### config.mk
export PLATFORM = sky130hd
export DESIGN_NAME = three_level_page_walker_core
export DESIGN_NICKNAME = d
export VERILOG_FILES = /design/src/rtl/tlpw_pkg.sv /design/src/rtl/tlpw_step.sv /design/src/rtl/three_level_page_walker_core.sv
export SDC_FILE = /design/constraint.sdc
export NUM_CORES = 1
export LEC_CHECK = 0
export BUFFER_PORTS_ARGS = -buffer_cell sky130_fd_sc_hd__buf_2
export CORE_UTILIZATION = 50
export CTS_BUF_LIST = sky130_fd_sc_hd__clkbuf_2 sky130_fd_sc_hd__clkbuf_4 sky130_fd_sc_hd__clkbuf_8
export CTS_CLUSTER_SIZE = 8
export DETAILED_ROUTE_END_ITERATION = 10
export PLACE_DENSITY_LB_ADDON = 0.25
export SLEW_MARGIN = 20
export SYNTH_ARGS = -nofsm -noshare
export SYNTH_HDL_FRONTEND = slang
export SYNTH_SLANG_ARGS = --single-unit
### constraint.sdc
create_clock -name clk_i -period 8.5 [get_ports clk_i]
set_clock_uncertainty 0.05 [all_clocks]
set_input_delay 1.7 -clock clk_i [delete_from_list [all_inputs] [get_ports clk_i]]
set_output_delay 1.7 -clock clk_i [all_outputs]
set_load 0.02 [all_outputs]
### src/rtl/tlpw_pkg.sv
// ----------------------------------------------------------------------------
// tlpw_pkg: shared types for the three-level page walker
// Beat payloads, result kinds and the walk state record.
// ----------------------------------------------------------------------------
`default_nettype none

package tlpw_pkg;

  localparam int unsigned VaW    = 32;
  localparam int unsigned PaW    = 52;
  localparam int unsigned EntryW = 64;
  localparam int unsigned IdxW   = 9;
  localparam int unsigned OffW   = 12;
  localparam int unsigned TopLsb = 30;
  localparam int unsigned MidLsb = 21;
  localparam int unsigned LowLsb = 12;

  typedef enum logic [1:0] {
    KIND_READ   = 2'd0,
    KIND_DONE   = 2'd1,
    KIND_FAULT  = 2'd2,
    KIND_REJECT = 2'd3
  } kind_e;

  typedef enum logic [1:0] {
    LVL_TOP  = 2'd0,
    LVL_MID  = 2'd1,
    LVL_LOW  = 2'd2,
    LVL_NONE = 2'd3
  } level_e;

  localparam logic REQ_TRANSLATE = 1'b0;
  localparam logic REQ_RESPONSE  = 1'b1;

  typedef struct packed {
    logic              req_type;
    logic [VaW-1:0]    virt_addr;
    logic [EntryW-1:0] entry_word;
  } in_item_t;

  typedef struct packed {
    kind_e          result_kind;
    logic [PaW-1:0] read_addr;
    logic [PaW-1:0] phys_addr;
    logic [1:0]     fault_level;
  } out_item_t;

  typedef struct packed {
    logic           busy;
    logic [1:0]     level;
    logic [VaW-1:0] vaddr;
  } walk_state_t;

endpackage

`default_nettype wire

### src/rtl/tlpw_step.sv
// ----------------------------------------------------------------------------
// tlpw_step: one walk step
// Takes one beat against the current walk state; gives the result beat and
// the next walk state.
// ----------------------------------------------------------------------------
`default_nettype none

module tlpw_step (
  input  tlpw_pkg::walk_state_t        state_i,
  input  logic [tlpw_pkg::PaW-1:0]     table_base_i,
  input  tlpw_pkg::in_item_t           item_i,
  output tlpw_pkg::walk_state_t        state_o,
  output tlpw_pkg::out_item_t          result_o
);

  logic [tlpw_pkg::PaW-1:0]  frame_base;
  logic [tlpw_pkg::PaW-1:0]  top_addr;
  logic [tlpw_pkg::IdxW-1:0] mid_idx;
  logic [tlpw_pkg::IdxW-1:0] low_idx;
  logic [tlpw_pkg::OffW-1:0] page_off;

  assign frame_base = {item_i.entry_word[tlpw_pkg::PaW-1:tlpw_pkg::OffW],
                       {tlpw_pkg::OffW{1'b0}}};
  assign top_addr   = table_base_i
                    + {{(tlpw_pkg::PaW-5){1'b0}},
                       item_i.virt_addr[tlpw_pkg::VaW-1:tlpw_pkg::TopLsb], 3'b000};
  assign mid_idx    = state_i.vaddr[tlpw_pkg::MidLsb +: tlpw_pkg::IdxW];
  assign low_idx    = state_i.vaddr[tlpw_pkg::LowLsb +: tlpw_pkg::IdxW];
  assign page_off   = state_i.vaddr[tlpw_pkg::OffW-1:0];

  always_comb begin
    state_o              = state_i;
    result_o.result_kind = tlpw_pkg::KIND_REJECT;
    result_o.read_addr   = '0;
    result_o.phys_addr   = '0;
    result_o.fault_level = '0;

    if (item_i.req_type == tlpw_pkg::REQ_TRANSLATE) begin
      if (!state_i.busy) begin
        state_o.busy         = 1'b1;
        state_o.level        = tlpw_pkg::LVL_TOP;
        state_o.vaddr        = item_i.virt_addr;
        result_o.result_kind = tlpw_pkg::KIND_READ;
        result_o.read_addr   = top_addr;
      end
    end else if (state_i.busy) begin
      if (!item_i.entry_word[0]) begin
        state_o.busy         = 1'b0;
        state_o.level        = tlpw_pkg::LVL_TOP;
        result_o.result_kind = tlpw_pkg::KIND_FAULT;
        result_o.fault_level = state_i.level;
      end else begin
        case (state_i.level)
          tlpw_pkg::LVL_TOP: begin
            state_o.level        = tlpw_pkg::LVL_MID;
            result_o.result_kind = tlpw_pkg::KIND_READ;
            result_o.read_addr   = frame_base
                                 | {{(tlpw_pkg::PaW-tlpw_pkg::IdxW-3){1'b0}}, mid_idx, 3'b000};
          end
          tlpw_pkg::LVL_MID: begin
            state_o.level        = tlpw_pkg::LVL_LOW;
            result_o.result_kind = tlpw_pkg::KIND_READ;
            result_o.read_addr   = frame_base
                                 | {{(tlpw_pkg::PaW-tlpw_pkg::IdxW-3){1'b0}}, low_idx, 3'b000};
          end
          default: begin
            state_o.busy         = 1'b0;
            state_o.level        = tlpw_pkg::LVL_TOP;
            result_o.result_kind = tlpw_pkg::KIND_DONE;
            result_o.phys_addr   = frame_base
                                 | {{(tlpw_pkg::PaW-tlpw_pkg::OffW){1'b0}}, page_off};
          end
        endcase
      end
    end
  end

endmodule

`default_nettype wire

### src/rtl/three_level_page_walker_core.sv
// ----------------------------------------------------------------------------
// three_level_page_walker_core: three-level page table walker
// Turns translate requests and entry read responses into read requests,
// translations, page faults or rejects, one result beat per input beat.
// ----------------------------------------------------------------------------
//  channel | dir | handshake              | payload
//  --------+-----+------------------------+----------------------
//  in      | in  | in_valid_i / in_stall_o | in_data_i  (in_item_t)
//  out     | out | out_valid_o / out_stall_i| out_data_o (out_item_t)
//  cfg     | in  | cfg_valid_i / cfg_ready_o| cfg_data_i (table base)
//
//  One beat per cycle sustained while the out side does not stall; each beat
//  passes the input register, the single walk step and the result register.
//  Reset clears the walk state, table base and both valid flags.
//  An out stall holds the result; the input register still takes one beat
//  and then stalls the input side.
// ----------------------------------------------------------------------------
`default_nettype none

module three_level_page_walker_core (
  input  logic                     clk_i,
  input  logic                     rst_ni,
  input  logic                     in_valid_i,
  output logic                     in_stall_o,
  input  tlpw_pkg::in_item_t       in_data_i,
  output logic                     out_valid_o,
  input  logic                     out_stall_i,
  output tlpw_pkg::out_item_t      out_data_o,
  input  logic                     cfg_valid_i,
  output logic                     cfg_ready_o,
  input  logic [tlpw_pkg::PaW-1:0] cfg_data_i
);

  logic                     in_valid_q;
  tlpw_pkg::in_item_t       in_item_q;
  logic                     out_valid_q;
  tlpw_pkg::out_item_t      out_item_q;
  tlpw_pkg::walk_state_t    walk_q, walk_d;
  tlpw_pkg::out_item_t      step_result;
  logic [tlpw_pkg::PaW-1:0] table_base_q;
  logic                     advance;

  assign advance     = in_valid_q && (!out_valid_q || !out_stall_i);
  assign in_stall_o  = in_valid_q && !advance;
  assign cfg_ready_o = 1'b1;
  assign out_valid_o = out_valid_q;
  assign out_data_o  = out_item_q;

  tlpw_step u_step (
    .state_i      (walk_q),
    .table_base_i (table_base_q),
    .item_i       (in_item_q),
    .state_o      (walk_d),
    .result_o     (step_result)
  );

  always_ff @(posedge clk_i or negedge rst_ni) begin
    if (!rst_ni) begin
      in_valid_q   <= 1'b0;
      out_valid_q  <= 1'b0;
      walk_q       <= '0;
      table_base_q <= '0;
    end else begin
      if (!in_stall_o) begin
        in_valid_q <= in_valid_i;
      end
      if (advance) begin
        out_valid_q <= 1'b1;
        walk_q      <= walk_d;
      end else if (!out_stall_i) begin
        out_valid_q <= 1'b0;
      end
      if (cfg_valid_i && cfg_ready_o) begin
        table_base_q <= cfg_data_i;
      end
    end
  end

  always_ff @(posedge clk_i) begin
    if (in_valid_i && !in_stall_o) begin
      in_item_q <= in_data_i;
    end
    if (advance) begin
      out_item_q <= step_result;
    end
  end

`ifndef ASSERT_OFF
  a_idle_level_top: assert property (@(posedge clk_i) disable iff (!rst_ni)
    !walk_q.busy |-> walk_q.level == tlpw_pkg::LVL_TOP)
    else $error("idle walker holds a nonzero level");

  a_level_range: assert property (@(posedge clk_i) disable iff (!rst_ni)
    walk_q.level != tlpw_pkg::LVL_NONE)
    else $error("walk level out of range");

  a_end_clears_busy: assert property (@(posedge clk_i) disable iff (!rst_ni)
    advance && (step_result.result_kind == tlpw_pkg::KIND_DONE ||
                step_result.result_kind == tlpw_pkg::KIND_FAULT) |=> !walk_q.busy)
    else $error("walk still busy after it ended");

  a_start_sets_busy: assert property (@(posedge clk_i) disable iff (!rst_ni)
    advance && !walk_q.busy && step_result.result_kind == tlpw_pkg::KIND_READ
    |=> walk_q.busy)
    else $error("walk did not start on a translate request");
`endif

endmodule

`default_nettype wire

==> results of run 1 <==
==> registers in the layout, indices dropped and copies added (netlist names) <==
register	count
in_item_q	74
table_base_q	52
out_data_o	108
walk_q	33
in_valid_q	1
out_valid_o	1
==> routing by layer <==
metal  track usage  vias up
met5             0        -
met4        0.0859        2
met3        0.0470       50
met2         0.349      281
met1         0.307     3448
li1              -     3306
==> cell usage in the layout, fill, tap and decap left out, types with 3 or more instances in the layout <==
master    count
a22o_1       10
and2_1       10
and3_1       59
and4_1        3
buf_2       239
buf_4         8
clkbuf_4     20
clkbuf_8     50
clkinv_1      7
dfrtp_1      87
diode_2       6
edfxtp_1    182
ha_1          4
inv_1         8
mux2_2       79
mux2i_1      10
nand2_1      50
nand3_1      25
nand4_1      27
nor2_1       10
nor3_1        7
nor4_1        7
nor4_4        4
o211ai_1      4
o21ai_0      20
o21ai_1      12
o22ai_1       8
xnor2_1      19
xor2_1       21
==> worst min-delay path by stage <==
stage                       start    endpoint  slack [ns]  cells after the start
floorplan           in_item_q[64]   walk_q[0]        0.41                      1
global placement    in_item_q[80]  walk_q[16]        0.41                      1
detailed placement  in_item_q[88]  walk_q[24]        0.41                      1
CTS                 in_item_q[75]  walk_q[11]        0.42                      1
global route        in_item_q[92]  walk_q[28]        0.43                      1
finish              in_item_q[82]  walk_q[18]        0.42                      1
==> synth_stat cells, drive strengths merged, types with 2 or more instances <==
cell / n / share of area
xnor2: 19 / 0.015
ha: 4 / 0.0046
a22o: 10 / 0.0080
nor3: 8 / 0.0037
mux2i: 10 / 0.0091
or3: 2 / 0.0011
nand2: 51 / 0.018
nor2: 11 / 0.0038
o211ai: 4 / 0.0027
nor4: 12 / 0.013
inv: 9 / 0.0031
clkbuf: 32 / 0.011
or4: 2 / 0.0014
xor2: 21 / 0.017
a21oi: 2 / 0.00091
dfrtp: 87 / 0.20
nand4: 29 / 0.019
o22ai: 8 / 0.0046
edfxtp: 182 / 0.50
a32oi: 2 / 0.0016
and4: 3 / 0.0024
nand2b: 2 / 0.0011
mux2: 79 / 0.081
o21ai: 32 / 0.015
and3: 60 / 0.034
buf: 4 / 0.0019
and2: 12 / 0.0069
nand3: 27 / 0.013
==> stage by stage <==
step / area (um^2) / setup slack (ns) / cells / total power [mW] / hold slack [ns]
6_report: 13300 / 4.64 / 1308 / 3.20 / 0.419
5_1_grt: 13300 / 4.58 / 1304 / 3.34 / 0.431
4_1_cts: 13300 / 4.63 / 1302 / 3.23 / 0.422
3_5_place_dp: 12400 / 4.64 / 1221 / 2.12 / 0.414
3_3_place_gp: 12400 / 4.64 / 1221 / 2.10 / 0.407
2_1_floorplan: 10900 / 3.45 / 735 / 1.95 / 0.405
==> final cells by class <==
type	count	area, um^2	share of cell area
flip-flops and latches	269	7640	0.574
multi-input cells	421	3140	0.235
repair buffers	247	1260	0.0943
clock buffers	70	838	0.0629
well taps	275	344	0.0258
clock inverters	11	51.3	0.00385
inverters	9	36.3	0.00272
diodes	6	15.0	0.00113
==> critical path, stage by stage <==
cell and delay (ns):
buf_2 0.10, nand3_1 0.11, inv_1 0.05, buf_2 0.15
==> logic make-up (layout without fill, tap and decap cells) <==
family,count (synthesis),in the layout
adders and majority gates,5,5
muxes,89,89
and+or+nand+nor,223,223
other,1,7
DFF,269,269
AOI/OAI and AO/OA,63,63
buffers and inverters,45,337
xor gates and xnor gates,40,40
==> power by group through the flow <==
stage / Sequential (mW) / Combinational (mW) / Clock [mW]
6_report: 1.67 / 0.414 / 1.11
3_5_place_dp: 1.70 / 0.418 / 0
5_1_grt: 1.69 / 0.453 / 1.19
4_1_cts: 1.67 / 0.419 / 1.14
3_3_place_gp: 1.69 / 0.408 / 0
2_1_floorplan: 1.73 / 0.220 / 0
==> qor.yml, run 1 <==
status:
  outcome: "completed"
sta:
  setup_viol: 0
  drv_slew: 0
  rsz0062_at_grt: "false"
  max_slew_margin: 0.260
  fin_crit_sh: 0.454
  fin_tns_setup_ns: 0
  tightestPinTransition_ns: 1.11
  finalHoldViolations: 0
  fin_crit_ns: 3.86
  fmax_mhz: 259
routing:
  drt_iter0_drc: 414
  vias: 7087
  wl_mm: 24.4
  detail_route.wl_per_cell_um: 18.7
  wl_met2_mm: 11.4
  ant_nets: 0
  drt-met1-wl_mm: 10.5
  viasPerCell: 5.42
  top_layer: "met5"
  wl_met3_mm: 1.86
  drc_errors: 0
  dr.pass1.iters: 5
cells_and_area:
  fin_nets: 1151
  final_layout_size_suffix_gt1_frac: 0.405
  area_delta_synth_final_pct: 21.7
  fin_util: 0.628
  fillers: 1655
die:
  io_pins: 265
  dieArea_um2: 22500
  rows: 53
  core_area_um2: 21200
  die_x_um: 150
  die_h_um: 150
  start_util: 0.516
cts:
  cts_resized: 0
  clock-root-buffer: "clkbuf_8"
  cts_tree: "built"
  clock_sinks: 269
  cts_buffers: 44
  hold_buffers: 0
  clk_pin_slew_ns: 0.05
  clk_path_buf_depth: 3
  cts_setup_buffers: 0
  clkLatencyLatePin_ns: 0.55
  h-tree-depth: 2
placed_design:
  io_buffer_count: 240
  dp_hpwl_mm: 16.1
  gp_congestion: 0.783
global_routing:
  grt_max_degree: 84
  antenna_found_initial: 4
  grt-ovfl-total: 0
  grt_pass1_wl_mm: 37.5
  grt_pass1_vias: 6839
  grtUsageTotal: 0.223
pwr:
  powerDensity_nw_per_um2: 240
  swShare: 0.255
  p_switching_mw: 0.817
  peakVddDrop_mv: 0.146
  p_comb_frac: 0.129
  seqPwrFrac: 0.523
  p_int_mw: 2.38
  p_leak_nw: 5.53
  clockPowerShare: 0.347
yosys:
  synth_top_family_by_area: "simple AND/OR/NAND/NOR gates"
  synth_area_um2: 10900
  synth.avg_cell_area_um2: 14.9
  synth-async-reset-ratio: 0.323
  ys_warn_count: 0
  synthAdderAreaFrac: 0.00640
  yosys-mux-area-fraction: 0.0905
  synth-edff-count: 182
  synth.distinct_cells: 48
  ys_seq_elements: 269
  synthSimpleGateAreaFrac: 0.120
  postSynthCellCount: 735
  synth-xor-area-share: 0.0320
  synth_top_flop_cell: "edfxtp_1"
  synth_compound_area_frac: 0.0362
  seq_area_frac_synth: 0.698
  synth_nets: 894
worst_setup_path:
  worstReg2RegEnd: "out_data_o[97]"
  r2r_setup_slack_ns: 5.41
  worstPathMaxFanout: 3
  start_kind: "input port"
  r2r_start: "table_base_q[3]"
  ff2ff_path_depth: 7
  critPathCaptureType: "output port"
  cp-startpoint: "out_stall_i"
  critPathRequiredTime_ns: 6.75
  crit_type: "in -> out"
  crit_end: "in_stall_o"
  cp.arrival_ns: 2.11
min_path:
  holdCritPathClass: "reg -> reg"
job:
  max_cap_violations: 0
Power figures use the tool's default switching activity.
==> run 2: changes to the inputs <==
Clock period 8.5 ns to 4 ns, I/O delays scaled along.
==> run 2 against run 1 <==
Compared with the run above:
- utilization grew 0.35 points
- register-to-register slack got worse by 4.0 ns
- total power grew 120%
- critical endpoint is now out_data_o[100]
- sequential power is 110% higher
- cell area grew 0.55%
- first-iteration DRC count is 21% lower
- sequential share of layout area decreased by 0.32 points
- worst setup slack worse by 3.2 ns
- worst hold slack worse by 0.13 ns
- critical path depth is 2 higher
- non-clock buffer count up 4
==> qor.yml, run 2 (same netlist as run 1, synthesis figures left out) <==
global_routing:
  antenna_found_initial: 3
  met1_usage: 0.305
  busiest_layer: "met2"
  grt_max_degree: 109
  met3_usage: 0.0454
  grt-ovfl-total: 0
  grtUsageMet2: 0.354
  grt_pass1_wl_mm: 37.4
  grt_pass1_vias: 6972
  grtUsageTotal: 0.221
cts:
  cts_buffers: 45
  clock-root-buffer: "clkbuf_8"
  clkLatencyLatePin_ns: 0.55
  cts_setup_buffers: 0
  clk_pin_slew_ns: 0.06
  clk_path_buf_depth: 3
  cts_resized: 0
  cts_tree: "built"
  hold_buffers: 0
  h-tree-depth: 2
  clock_sinks: 269
status:
  outcome: "completed"
placed_design:
  gp_congestion: 0.853
  io_buffer_count: 240
  dp_hpwl_mm: 16.5
cells_and_area:
  fin_nets: 1156
  fillers: 1693
  multi_input_area_um2: 3130
  area_delta_synth_final_pct: 22.4
  fin_util: 0.631
  final_common_cell: "buf_2"
  final_layout_size_suffix_gt1_frac: 0.408
  largest_register_ffs: 108
  final_cell_mix: "buf_2 (239), edfxtp_1 (182), dfrtp_1 (87)"
  seq_area_um2: 7640
die:
  dieArea_um2: 22500
  io_pins: 265
  core_area_um2: 21200
  start_util: 0.516
  die_x_um: 150
  rows: 53
  die_h_um: 150
worst_setup_path:
  ff2ff_path_depth: 6
  cp.arrival_ns: 2.97
  worstReg2RegEnd: "out_data_o[100]"
  crit_type: "reg -> reg"
  r2r_setup_slack_ns: 1.40
  worstPathMaxFanout: 8
  r2r_start: "in_item_q[95]"
  critPathCaptureType: "flip-flop"
  critPathRequiredTime_ns: 4.36
  start_kind: "flip-flop"
routing:
  wl_mm: 24.7
  viasPerCell: 5.41
  vias: 7078
  detail_route.wl_per_cell_um: 18.9
  dr.pass1.iters: 5
  ant_nets: 0
  drc_errors: 0
  drt_iter0_drc: 327
pwr:
  swShare: 0.254
  p_comb_frac: 0.128
  seqPwrFrac: 0.513
  powerDensity_nw_per_um2: 518
  peakVddDrop_mv: 0.374
  clockPowerShare: 0.360
  p_switching_mw: 1.76
  p_int_mw: 5.18
  p_leak_nw: 5.58
sta:
  fin_crit_sh: 0.651
  max_slew_margin: 0.315
  finalHoldViolations: 0
  fin_tns_setup_ns: 0
  fmax_mhz: 384
  rsz0062_at_grt: "false"
  setup_viol: 0
  drv_slew: 0
  tightestPinTransition_ns: 1.03
  fin_crit_ns: 2.60
job:
  max_cap_violations: 0
min_path:
  holdCritPathClass: "in -> async"
[run 2: changes by cell type in the layout (fill, tap and decap cells not counted), sizes merged]
cell    delta
buf        +4
bufinv     +2
clkbuf     -1
clkinv     -4
diode      -2
inv        +1
[run 2: power by group through the flow]
stage	combinational (mW)	clock, mW	sequential [mW]
finish	0.887	2.50	3.56
global route	0.966	2.66	3.60
CTS	0.896	2.55	3.56
detailed placement	0.892	0	3.61
global placement	0.874	0	3.60
floorplan	0.468	0	3.68
[run 2: worst max-delay path by stage]
| stage | from | end | slack, ns |
|---|---|---|---|
| after floorplan | out_stall_i | walk_q[0] | 0.32 |
| after CTS | table_base_q[3] | out_data_o[87] | 1.40 |
| after global placement | table_base_q[3] | out_data_o[87] | 1.41 |
| after detailed placement | table_base_q[3] | out_data_o[87] | 1.41 |
| after global routing | table_base_q[3] | out_data_o[87] | 1.22 |
| final | in_item_q[95] | out_data_o[100] | 1.40 |
[run 2: worst max-delay path: stages (launching register included)]
cell and delay (ns):
edfxtp_1 0.42, ha_1 0.30, a21oi_1 0.17, nor2_1 0.62, nand3_2 0.25, or4b_1 0.55
nand3_1 0.11
[run 2: per-layer routing]
| metal | vias to the layer above | routed length (um) |
|---|---|---|
| met3 | 33 | 1770 |
| met5 | - | 0 |
| met1 | 3450 | 10900 |
| met2 | 289 | 11700 |
| li1 | 3306 | - |
| met4 | 0 | 370 |
[run 2: stage by stage]
step / instances / worst slack [ns] / total power, mW / cell area, um^2 / hold WS, ns
detailed placement: 1225 / 1.41 / 4.50 / 12500 / 0.415
finish: 1308 / 1.40 / 6.94 / 13400 / 0.292
CTS: 1304 / 1.40 / 7.00 / 13400 / 0.298
floorplan: 735 / 0.321 / 4.15 / 10900 / 0.405
global placement: 1225 / 1.41 / 4.47 / 12500 / 0.408
global route: 1305 / 1.22 / 7.22 / 13400 / 0.344
[run 2: final cells by class]
| type | count | area share |
|---|---|---|
| antenna | 4 | 0.000747 |
| clock buffer | 69 | 0.0616 |
| clock inverter | 10 | 0.00785 |
| inverter | 9 | 0.00280 |
| multi-input combinational | 421 | 0.234 |
| sequential | 269 | 0.571 |
| tap | 275 | 0.0257 |
| timing repair buffer | 251 | 0.0970 |
==> run 3: changes to the inputs <==
Clock period 4 ns to 2.5 ns, I/O delays scaled along.
==> run 3 against run 2 <==
Compared with the run above:
- sequential share of layout area down 0.86 points
- maximum frequency up 9.9%
- global-route usage up 0.81 points
==> qor.yml, run 3 (same netlist as run 1, synthesis figures left out) <==
routing:
  viasPerCell: 5.38
  drc_errors: 0
  drt_iter0_drc: 477
  detail_route.wl_per_cell_um: 19.2
  wl_mm: 25.4
  dr.pass1.iters: 5
  ant_nets: 0
  vias: 7121
die:
  die_x_um: 150
  core_area_um2: 21200
  io_pins: 265
  start_util: 0.516
  die_h_um: 150
  dieArea_um2: 22500
  rows: 53
cells_and_area:
  fin_util: 0.641
  final_cell_mix: "buf_2 (239), edfxtp_1 (182), dfrtp_1 (86)"
  design_area_um2: 13600
  fin_nets: 1171
  area_delta_synth_final_pct: 24.3
  largest_register_ffs: 108
  final_layout_size_suffix_gt1_frac: 0.421
  final_common_cell: "buf_2"
  fillers: 1633
status:
  outcome: "completed"
min_path:
  holdCritPathClass: "in -> reg"
  hp-start: "in_data_i[80]"
global_routing:
  grt_max_degree: 71
  antenna_found_initial: 3
  grt_pass1_vias: 7054
  grtUsageTotal: 0.229
  grt-ovfl-total: 0
  grt_pass1_wl_mm: 38.6
worst_setup_path:
  critPathCaptureType: "flip-flop"
  crit_type: "reg -> reg"
  start_kind: "flip-flop"
  r2r_start: "table_base_q[3]"
  cp.arrival_ns: 2.61
  cp-startpoint: "table_base_q[3]"
  r2r_setup_slack_ns: 0.13
  critPathRequiredTime_ns: 2.74
  worstPathMaxFanout: 16
cts:
  clk_pin_slew_ns: 0.06
  cts_tree: "built"
  clkLatencyLatePin_ns: 0.55
  clock_sinks: 269
  clk_path_buf_depth: 3
  cts_buffers: 44
  h-tree-depth: 2
  clock-root-buffer: "clkbuf_8"
sta:
  max_slew_margin: 0.440
  tightestPinTransition_ns: 0.839
  fin_crit_ns: 2.37
  setup_viol: 0
  setup_ws_ns: 0.132
  drv_slew: 0
  rsz0062_at_grt: "false"
  finalHoldViolations: 0
  fin_crit_sh: 0.947
  fmax_mhz: 422
pwr:
  power_mw: 11.0
  powerDensity_nw_per_um2: 809
  p_leak_nw: 5.71
  peakVddDrop_mv: 0.600
placed_design:
  place_ws_ns: 0.0938
  post_dp_cell_area_um2: 12700
  dp_hpwl_mm: 17.1
  gp_congestion: 0.831
  io_buffer_count: 240
job:
  max_cap_violations: 0
-- run 3: final cells by class --
| type | count | area (um^2) | share of cell area |
|---|---|---|---|
| flip-flops and latches | 269 | 7640 | 0.562 |
| multi-input cells | 421 | 3200 | 0.236 |
| repair buffers | 267 | 1480 | 0.109 |
| clock buffers | 70 | 826 | 0.0607 |
| well taps | 275 | 344 | 0.0253 |
| clock inverters | 9 | 53.8 | 0.00396 |
| inverters | 9 | 37.5 | 0.00276 |
| diodes | 3 | 7.51 | 0.000552 |
-- run 3: timing repair --
item / 4_1_cts / 5_1_grt
hold endpoints to repair: 43 / 0
setup buffers: 0 / 0
endpoints found under the setup margin: 0 / 2
hold buffers: 1 / 0
resized for setup: 0 / 3
-- run 3: metal layers --
| layer | wire length [um] | GRT usage |
|---|---|---|
| met3 | 2050 | 0.0485 |
| met5 | 13 | 0 |
| met2 | 11900 | 0.358 |
| met4 | 599 | 0.0798 |
| met1 | 10800 | 0.319 |
-- run 3: stage by stage --
step,instances,hold slack [ns],setup TNS [ns]
final,1323,0.0707,0
after global routing,1322,0.0401,0
after CTS,1320,0.0493,0
after detailed placement,1240,0.415,0
after global placement,1240,0.409,0
after floorplan,735,0.154,-36.53
-- run 3: path summary, 6_finish.rpt --
check                              endpoint  depth (start not counted)
setup / recovery            out_data_o[105]                          8
hold reg to reg                   walk_q[1]                          1
setup reg to reg            out_data_o[105]                          8
min in group asynchronous  table_base_q[42]                          2
max in group asynchronous  table_base_q[21]                          3
hold / removal                in_item_q[80]                          1
-- run 3: critical path, stage by stage (launching register included) --
cell and delay [ns]:
dfrtp_1 0.35, ha_2 0.20, fa_2 0.23, nand4_1 0.18
nor4_4 0.37, buf_12 0.19, and2_1 0.14, a41oi_1 0.11
a221o_1 0.29
-- run 3: power by group --
| part | switching [mW] | total (mW) | internal (mW) |
|---|---|---|---|
| clock | 1.68 | 3.78 | 2.10 |
| sequential | 0.333 | 5.71 | 5.37 |
| combinational | 0.832 | 1.51 | 0.676 |
